**src/rtl/core/kgr_pkg.sv**
```systemverilog
// Shared constants, types and helpers of the k-group reverser.
package kgr_pkg;

  // Group buffer geometry.
  localparam int MAX_GROUP = 16;
  localparam int ADDR_W    = (MAX_GROUP > 1) ? $clog2(MAX_GROUP) : 1;
  localparam int CNT_W     = ADDR_W + 1;

  // Field and register widths.
  localparam int VAL_W     = 32;
  localparam int GSIZE_W   = 5;
  localparam int APB_DW    = 32;
  localparam int APB_AW    = 3;

  // Register map and reset value of the group size register.
  localparam logic GSIZE_IDX = 1'b0;
  localparam logic [GSIZE_W-1:0] GSIZE_RESET = GSIZE_W'(2);

  typedef logic signed [VAL_W-1:0] kgr_val_t;
  typedef logic [ADDR_W-1:0]       kgr_addr_t;
  typedef logic [CNT_W-1:0]        kgr_cnt_t;

  // Access request from the sequencer to the group store.
  typedef struct packed {
    logic      we;
    kgr_addr_t waddr;
    kgr_val_t  wdata;
    logic      re;
    kgr_addr_t raddr;
  } kgr_ram_req_t;

  // Group size as used: zero acts as one, large values saturate.
  function automatic kgr_cnt_t kgr_eff_k(input logic [GSIZE_W-1:0] gsize);
    kgr_cnt_t k;
    k = CNT_W'(gsize);
    if (gsize == '0) begin
      k = CNT_W'(1);
    end else if (int'(gsize) > MAX_GROUP) begin
      k = CNT_W'(MAX_GROUP);
    end
    return k;
  endfunction

endpackage

```
**src/rtl/core/k_group_reverser_top.sv**
```systemverilog
// Top level of the k-group reverser with its configuration register.
//
//   Channel  Direction  Handshake              Payload
//   in_      input      in_valid / in_ready    in_value, in_list_end
//   out_     output     out_valid / out_ready  out_value_res, out_run_last, out_list_last
//   cfg_     APB slave  psel, penable, pready  group_size at byte address 0
//
// An item that does not close a group is taken and written to the group store.
// A closing item starts a drain of n results; each is read from the group store into the output
// register, and the next read is issued only once the previous read data has landed there.
// No input transaction is taken during a drain; a stalled output holds the drain at its
// next read. Reset is synchronous and clears the fill count; the group size returns to two.
module k_group_reverser_top
  import kgr_pkg::*;
(
  input  logic                     clk,
  input  logic                     rst_n,
  input  logic                     in_valid,
  output logic                     in_ready,
  input  logic signed [VAL_W-1:0]  in_value,
  input  logic                     in_list_end,
  output logic                     out_valid,
  input  logic                     out_ready,
  output logic signed [VAL_W-1:0]  out_value_res,
  output logic                     out_run_last,
  output logic                     out_list_last,
  input  logic                     cfg_psel,
  input  logic                     cfg_penable,
  input  logic                     cfg_pwrite,
  input  logic [APB_AW-1:0]        cfg_paddr,
  input  logic [APB_DW-1:0]        cfg_pwdata,
  output logic [APB_DW-1:0]        cfg_prdata,
  output logic                     cfg_pready
);

  logic [GSIZE_W-1:0] gsize_r;
  logic               cfg_wr;
  logic               cfg_hit;
  kgr_ram_req_t       ram_req;
  kgr_val_t           ram_rd_data;

  // Register decode: the word index sits above the byte offset.
  assign cfg_pready = 1'b1;
  assign cfg_hit    = (cfg_paddr[APB_AW-1:2] == (APB_AW-2)'(GSIZE_IDX));
  assign cfg_wr     = cfg_psel && cfg_penable && cfg_pwrite && cfg_pready;

  always_ff @(posedge clk) begin
    if (!rst_n) begin
      gsize_r <= GSIZE_RESET;
    end else if (cfg_wr && cfg_hit) begin
      gsize_r <= cfg_pwdata[GSIZE_W-1:0];
    end
  end

  assign cfg_prdata = cfg_hit ? APB_DW'(gsize_r) : '0;

  // Sequencer and group store.
  kgr_seq u_seq (
    .clk           (clk),
    .rst_n         (rst_n),
    .k_eff         (kgr_eff_k(gsize_r)),
    .in_valid      (in_valid),
    .in_ready      (in_ready),
    .in_value      (in_value),
    .in_list_end   (in_list_end),
    .out_valid     (out_valid),
    .out_ready     (out_ready),
    .out_value_res (out_value_res),
    .out_run_last  (out_run_last),
    .out_list_last (out_list_last),
    .ram_req       (ram_req),
    .ram_rd_data   (ram_rd_data)
  );

  kgr_ram u_ram (
    .clk     (clk),
    .req     (ram_req),
    .rd_data (ram_rd_data)
  );

endmodule

```
**src/rtl/core/kgr_ram.sv**
```systemverilog
// Group store: one write port and one read port with registered read data.
module kgr_ram
  import kgr_pkg::*;
(
  input  logic         clk,
  input  kgr_ram_req_t req,
  output kgr_val_t     rd_data
);

  kgr_val_t mem [MAX_GROUP];
  kgr_val_t rd_data_r;

  // Write port.
  always_ff @(posedge clk) begin
    if (req.we) begin
      mem[req.waddr] <= req.wdata;
    end
  end

  // Read port with registered read data.
  always_ff @(posedge clk) begin
    if (req.re) begin
      rd_data_r <= mem[req.raddr];
    end
  end

  assign rd_data = rd_data_r;

endmodule

```
**src/rtl/core/kgr_seq.sv**
```systemverilog
// Sequencer: fills the group store and drains completed groups to the output register.
module kgr_seq
  import kgr_pkg::*;
(
  input  logic         clk,
  input  logic         rst_n,
  input  kgr_cnt_t     k_eff,
  input  logic         in_valid,
  output logic         in_ready,
  input  kgr_val_t     in_value,
  input  logic         in_list_end,
  output logic         out_valid,
  input  logic         out_ready,
  output kgr_val_t     out_value_res,
  output logic         out_run_last,
  output logic         out_list_last,
  output kgr_ram_req_t ram_req,
  input  kgr_val_t     ram_rd_data
);

  localparam logic ST_FILL  = 1'b0;
  localparam logic ST_DRAIN = 1'b1;

  logic      state_r, state_nxt;
  kgr_addr_t fill_r, fill_nxt;
  kgr_cnt_t  n_r, n_nxt;
  kgr_cnt_t  idx_r, idx_nxt;
  logic      rev_r, rev_nxt;
  logic      end_r, end_nxt;
  logic      rd_pend_r;
  logic      rd_last_r;
  logic      rd_list_r;
  logic      out_valid_r;
  kgr_val_t  out_value_r;
  logic      out_run_last_r;
  logic      out_list_last_r;

  logic      accept;
  kgr_cnt_t  n_in;
  logic      full_grp;
  logic      issue;
  logic      idx_last;
  kgr_cnt_t  rd_idx;

  assign in_ready = (state_r == ST_FILL);
  assign accept   = in_valid && in_ready;
  assign n_in     = CNT_W'(fill_r) + CNT_W'(1);
  assign full_grp = (n_in >= k_eff);

  // A read is issued only when the output register is sure to be free when the data lands.
  assign issue    = (state_r == ST_DRAIN) && !rd_pend_r && (!out_valid_r || out_ready);
  assign idx_last = (idx_r == n_r - CNT_W'(1));
  assign rd_idx   = rev_r ? (n_r - CNT_W'(1) - idx_r) : idx_r;

  // Memory requests: writes while filling, reads while draining.
  always_comb begin
    ram_req.we    = accept;
    ram_req.waddr = fill_r;
    ram_req.wdata = in_value;
    ram_req.re    = issue;
    ram_req.raddr = rd_idx[ADDR_W-1:0];
  end

  // Next-state logic for fill and drain.
  always_comb begin
    state_nxt = state_r;
    fill_nxt  = fill_r;
    n_nxt     = n_r;
    idx_nxt   = idx_r;
    rev_nxt   = rev_r;
    end_nxt   = end_r;
    unique case (state_r)
      ST_FILL: begin
        if (accept) begin
          if (full_grp || in_list_end) begin
            state_nxt = ST_DRAIN;
            fill_nxt  = '0;
            n_nxt     = n_in;
            idx_nxt   = '0;
            rev_nxt   = full_grp;
            end_nxt   = in_list_end;
          end else begin
            fill_nxt = n_in[ADDR_W-1:0];
          end
        end
      end
      ST_DRAIN: begin
        if (issue) begin
          idx_nxt = idx_r + CNT_W'(1);
          if (idx_last) begin
            state_nxt = ST_FILL;
          end
        end
      end
      default: state_nxt = ST_FILL;
    endcase
  end

  // Control registers.
  always_ff @(posedge clk) begin
    if (!rst_n) begin
      state_r     <= ST_FILL;
      fill_r      <= '0;
      rd_pend_r   <= 1'b0;
      out_valid_r <= 1'b0;
    end else begin
      state_r   <= state_nxt;
      fill_r    <= fill_nxt;
      rd_pend_r <= issue;
      if (rd_pend_r) begin
        out_valid_r <= 1'b1;
      end else if (out_ready) begin
        out_valid_r <= 1'b0;
      end
    end
  end

  // Drain bookkeeping and output payload.
  always_ff @(posedge clk) begin
    n_r   <= n_nxt;
    idx_r <= idx_nxt;
    rev_r <= rev_nxt;
    end_r <= end_nxt;
    if (issue) begin
      rd_last_r <= idx_last;
      rd_list_r <= idx_last && end_r;
    end
    if (rd_pend_r) begin
      out_value_r     <= ram_rd_data;
      out_run_last_r  <= rd_last_r;
      out_list_last_r <= rd_list_r;
    end
  end

  assign out_valid     = out_valid_r;
  assign out_value_res = out_value_r;
  assign out_run_last  = out_run_last_r;
  assign out_list_last = out_list_last_r;

endmodule

```
**config.mk**
```make
export PLATFORM = sky130hd
export DESIGN_NAME = k_group_reverser_top
export DESIGN_NICKNAME = d
export VERILOG_FILES = /design/src/rtl/core/kgr_pkg.sv /design/src/rtl/core/k_group_reverser_top.sv /design/src/rtl/core/kgr_ram.sv /design/src/rtl/core/kgr_seq.sv
export SDC_FILE = /design/constraint.sdc
export NUM_CORES = 1
export LEC_CHECK = 0
export ABC_CLOCK_PERIOD_IN_PS = 9360
export BUFFER_PORTS_ARGS = -buffer_cell sky130_fd_sc_hd__buf_2
export CORE_UTILIZATION = 29
export CTS_BUF_LIST = sky130_fd_sc_hd__clkbuf_4 sky130_fd_sc_hd__clkbuf_8 sky130_fd_sc_hd__clkbuf_16
export DETAILED_ROUTE_END_ITERATION = 6
export PLACE_DENSITY = 0.52
export SETUP_SLACK_MARGIN = 0.5
export SYNTH_ARGS = -nofsm -noshare
export SYNTH_HDL_FRONTEND = slang
export SYNTH_SLANG_ARGS = --single-unit
```
**constraint.sdc**
```tcl
create_clock -name clk -period 9.36 [get_ports clk]
set_clock_uncertainty 0.05 [all_clocks]
set_input_delay 2.34 -clock clk [delete_from_list [all_inputs] [get_ports clk]]
set_output_delay 2.34 -clock clk [all_outputs]
set_load 0.02 [all_outputs]
```
# Word level (Yosys, flattened, before mapping)
# Memory sizes are Yosys's and may differ from the RTL's. A register that Yosys moved wholly into a read port is not among the register bits.
# Cells that the tools add are included.
[word_totals]
regBits = 60
ram_bits = 512
inputBits = 75
out_inout_bits = 69
word_cells = 61
n_memories = 1
[classes]
addsub = 4
n_lt_le_gt_ge = 2
eq_ne = 4
n_mux = 18
bitwise_logic = 2
n_reduce_logical = 16
[memory_table]
columns = ["name", "depth", "width", "rd", "rd_clocked_by_memory_dff", "wr", "line_no", "rtl"]
rows = [
  ["u_ram.mem", 16, 32, 1, 1, 1, "kgr_ram.sv:10", "kgr_val_t mem [MAX_GROUP];"],
]
[ops]
columns = ["op", "n"]
rows = [
  ["$mux 5", 6],
  ["$pmux 5 s2", 1],
  ["$mux 1", 8],
  ["$mux 4", 2],
  ["$logic_and 1x1->1", 7],
  ["$ne 2x2->1 const B", 3],
  ["$reduce_and 3->1", 2],
  ["$add 4x1->5 const B", 1],
  ["$add 5x1->5 const B", 1],
  ["$eq 5x5->1", 1],
  ["$ge 5x5->1", 1],
  ["$gt 5x5->1 const B", 1],
  ["$logic_not 5->1", 1],
  ["$sub 5x1->5 const B", 1],
  ["$sub 4x4->4", 1],
  ["$logic_not 1->1", 2],
  ["$logic_or 1x1->1", 2],
  ["$not 1->1", 2],
  ["$pmux 1 s2", 1],
  ["$reduce_and 2->1", 1],
  ["$reduce_bool 2->1", 1],
]

# Longest topological paths before layout
[logic_depth]
ltp_word = 8
ltp_mapped = 10
depth_no_buf = 9

# Cells and area by module
# From an unflattened synthesis, not the netlist that was laid out.
[hier_totals]
hier_cells = 1085
area_unflattened_um2 = 23232.3
[modules_own_cells]
columns = ["mod", "n_inst", "cells_each", "area_each_um2", "seq_area_each_um2"]
rows = [
  ["kgr_ram", 1, 838, 20174.3, 16335.7],
  ["kgr_seq", 1, 182, 2546.2, 1581.5],
  ["k_group_reverser_top", 1, 65, 511.7, 100.1],
]

# Worst setup path before layout
# No wires, ideal clock.
[synth_path]
kind = "in2reg"
start = "input port in_valid"
end = "memory u_ram.mem[3][0] in the netlist's numbering (enable)"
setup_ns = 0.461
arrival_ns = 5.162
required_time_ns = 8.849
setup_slack_ns = 3.687
stages = 4
n_path_buf = 1
cell_sequence = "nor2b_1 > clkbuf_1 > nand2_1 > nor3_1"
[synth_between]
elab_chain_len = 3
[synth_rtl]
columns = ["element", "line_no", "rtl"]
rows = [
  ["start, declared", "k_group_reverser_top.sv:18", "input logic in_valid,"],
  ["$logic_and 1x1->1", "kgr_seq.sv:46", "assign accept = in_valid && in_ready;"],
  ["$mux 1", "kgr_ram.sv:15", "if (req.we) begin"],
  ["$mux 1 (not written as such)", "kgr_ram.sv:16", "mem[req.waddr] <= req.wdata;"],
  ["end, declared", "kgr_ram.sv:10", ""],
]
# Every way passes these cells.

# Final worst setup path
[layout_path]
start = "input port cfg_paddr[2]"
end = "output port cfg_prdata[3]"
[layout_between]
elab_chain_len = 1
[layout_rtl]
columns = ["element", "line_no", "rtl"]
rows = [
  ["start, declared", "k_group_reverser_top.sv:30", "input logic [APB_AW-1:0] cfg_paddr,"],
  ["$mux 5", "k_group_reverser_top.sv:55", "assign cfg_prdata = cfg_hit ? APB_DW'(gsize_r) : '0;"],
  ["end, declared", "k_group_reverser_top.sv:32", "output logic [APB_DW-1:0] cfg_prdata,"],
]
# Every way passes these cells.

==> impl_results.md <==
* RSZ-0062 raised after global routing: false
* Fillcell total at roughly 8,000
* Mapped Cells at 1,437
* Share of cells above drive strength 1 at 19.2%
* Met3 WL at 3.10 mm
* Worst-Margin Slew at 1.16 ns
* Largest net degree at the start of global routing at 128
* Rel. slew slack at 22.4%
* Post-route cell area at 0.0278 mm²
* Sum Neg Setup Slack at 0 ns
* Full die area at 0.0838 mm²
* Crit Path Category: in2out
* Main area contributors after synthesis: edfxtp_1 74%, a211oi_1 6.2%, and3_1 5.2%
* # resized after CTS at 0
* Starting Density at 29.2%
* Leakage at 9.39 nW
* Maximum VDD drop at 201 µV
* Detail Route Antenna Nets at 0
* Clk sinks at approximately 600
* Slack of the worst reg-to-reg path at 4.43 ns
* DR WL/cell at 22.3 µm
* Pwr/cell area at 284 mW/mm²
* Worst skew pair latency at 0.61 ns
* Wl on met1 at 27.0 mm
* Uppermost routed layer: met5
* Core region area at 0.0820 mm²
* CP arrival at 2.77 ns
* Detailed Place HPWL at 30.6 mm
* Met2 wire len at 27.8 mm
* Period utilization at 55.1%
* RePlAce Congestion at 0.744
* First-pass GRT wire length at 86.9 mm
* DRC viols at 0
* Synth area leader: edfxtp_1
* Vias in the first global route at 13,500
* # setup viols final at 0
* Hold crit path type: reg2reg
* Fin Hold WS at 0.364 ns
* Inst Count DP at approximately 2,500
* Seq/Total Area, Yosys at between 70 and 80%
* Post-synth EDFFs at 592
* Synth unique cells at 48
* Worst-path clk slew at 0.05 ns
* Area fraction of the dominant cell type after synthesis at 74.2%
* Final WL at 59.0 mm
* Peak Freq at 194 MHz
* CTS buffer count at 69
* Row cnt at 105
* Die Span Y at around 290 µm
* Non-filler cells, final at 2,649
* IO buf count at 86
* Die W at 290 µm
* CP endpoint kind: primary output
* RR Endpoint: u_ram.rd_data[7]$_DFFE_PP_
* Total power at between 7 and 8 mW
* Drt pass-1 iters at 5
* Asr flop ratio synth at 0%
* Status: completed
* Final-report max-slew violation count at 0
* GRT overflow at 0
* Tmin final at 5.16 ns
* Hold path startpoint: u_ram.rd_data[4]$_DFFE_PP_
* GRT Total Usage at 14.1%
* MaxCap Viol Count at 0
* CTS tree: done
* Placement Cell Area at between 0.02 and 0.03 mm²
* Synth-to-Final Area Change at 15.9%
* Yosys warning total at 0
* Antenna violations before repair at 5
* Dominant synthesized flop cell: edfxtp_1
* Post-CTS Repair Setup Buffers at 0
* Vias/cell at 4.93
* Final hold vios at 0
* Critical Path Start Type: input pin
* Vias at 13,100
* Hold endpoint: u_seq.out_value_res[4]$_DFFE_PP_
* CP required at 6.97 ns
* Clock buffer depth at 3
* Worst Setup SP: cfg_paddr[2]
* CTS root buf: clkbuf_16
* Mapped Area at 0.0240 mm²
* Max FO, Critical Path at 6
* Avg Cell Area, Syn at approximately 17 µm²
* Final #Nets at 1,616
* R2R depth at 8
* 1st-iter DRT viols at just under 1,000
* Hold-fix buffer count after cts at 0
* Reg-to-reg startpoint: u_seq.idx_r[0]$_SDFFCE_PN0P_
* IO Pins at ~140
* Worst hold path depth at 0
* Seq cells post-synth at 604
* CTS H-tree depth at 3
==> per-stage QoR <==
stage / utilization [%] / setup WS, ns
floorplan: - / 3.69
global placement: 31.2 / 4.22
detailed placement: 31.2 / 4.21
CTS: 33.9 / 4.20
global route: 33.9 / 4.14
finish: 33.9 / 4.20
==> layout make-up <==
type                       instances  area, µm²  share of cell area (%)
tap                             1070       1340                    4.82
inverter                          14       52.6                   0.189
clock inverter                    32        310                    1.12
timing repair buffer             122        701                    2.52
clock buffer                      90       1920                    6.91
sequential                       604      18000                    64.8
multi-input combinational        715       5440                    19.6
antenna                            2       5.00                  0.0180
==> layer usage <==
metal / global-route usage (%) / vias up
met5: 0 / -
met4: 4.42 / 6
met3: 2.80 / 87
met2: 22.5 / 342
met1: 19.3 / 6672
li1: - / 5964
==> cells by family (layout without fill, tap and decap cells) <==
family                     count (synthesis)  count (layout)  share of synthesized area, %
DFF                                      604             604                          75.2
and+or+nand+nor                          281             281                          6.87
AOI/OAI and AO/OA                        278             278                          9.06
buffers and inverters                    144             258                          3.18
muxes                                     97              97                          4.27
xor gates and xnor gates                  16              16                         0.616
adders and majority gates                 15              15                         0.814
other                                      2              30                        0.0313
==> power by group <==
part / internal [mW] / switching (mW) / total (mW)
sequential: 3.19 / 0.0571 / 3.25
combinational: 0.696 / 1.31 / 2.01
clock: 1.57 / 1.07 / 2.63
total: 5.45 / 2.43 / 7.88
==> critical path, cell delays in order <==
cell     delay [ns]
buf_2          0.13
nor2b_1        0.12
buf_2          0.18
==> flip-flops by register name (all words and copies together), names as in the netlist <==
| signal | flops |
|---|---|
| u_seq.rd_list_r | 1 |
| u_seq.out_valid | 1 |
| gsize_r | 5 |
| u_seq.fill_r | 4 |
| u_seq.state_r | 1 |
| u_seq.rev_r | 1 |
| u_seq.out_value_res | 32 |
| u_ram.mem | 512 |
| u_ram.rd_data | 32 |
| u_seq.out_run_last | 1 |
| u_seq.idx_r | 5 |
| u_seq.end_r | 1 |
| u_seq.n_r | 5 |
| u_seq.rd_last_r | 1 |
| u_seq.out_list_last | 1 |
| u_seq.rd_pend_r | 1 |
==> Yosys cell counts (all sizes together), types with 3 or more instances <==
cell     instances
a21o             4
clkbuf          58
buf             72
nand2           17
edfxtp         592
a211oi         198
inv             13
mux2            32
nor2            30
a2111oi         59
nor4             5
and3           198
nand2b           5
xnor2            9
dfxtp           12
nor2b            6
a21oi            3
ha              14
nor3             7
and2             3
o32a             6
mux2i           65
nand3            5
xor2             7
==> worst max-delay path by stage <==
stage	to	slack [ns]	cells past startpoint
detailed placement	cfg_prdata[2]	4.21	3
finish	cfg_prdata[3]	4.20	3
floorplan	u_ram.mem[3][0]$_DFFE_PP_	3.69	4
global placement	cfg_prdata[0]	4.22	3
global route	cfg_prdata[3]	4.14	3
CTS	cfg_prdata[2]	4.20	3
==> cell usage in the layout (no fill, tap or decap), types with 6 or more instances in the layout <==
cell,n
clkbuf_4,19
mux2i_1,64
nor2_4,12
clkinv_1,9
dfxtp_1,11
clkbuf_16,71
clkinv_2,6
xor2_1,6
a2111oi_0,59
xnor2_1,9
nor2_1,18
and3_1,198
nand2_1,13
buf_2,86
inv_1,12
o32a_2,6
clkinvlp_4,6
conb_1,28
ha_1,14
edfxtp_1,592
buf_4,36
a211oi_1,198
mux2_2,32
nor2b_1,6
Note: power is estimated with default switching activity, not from simulation.
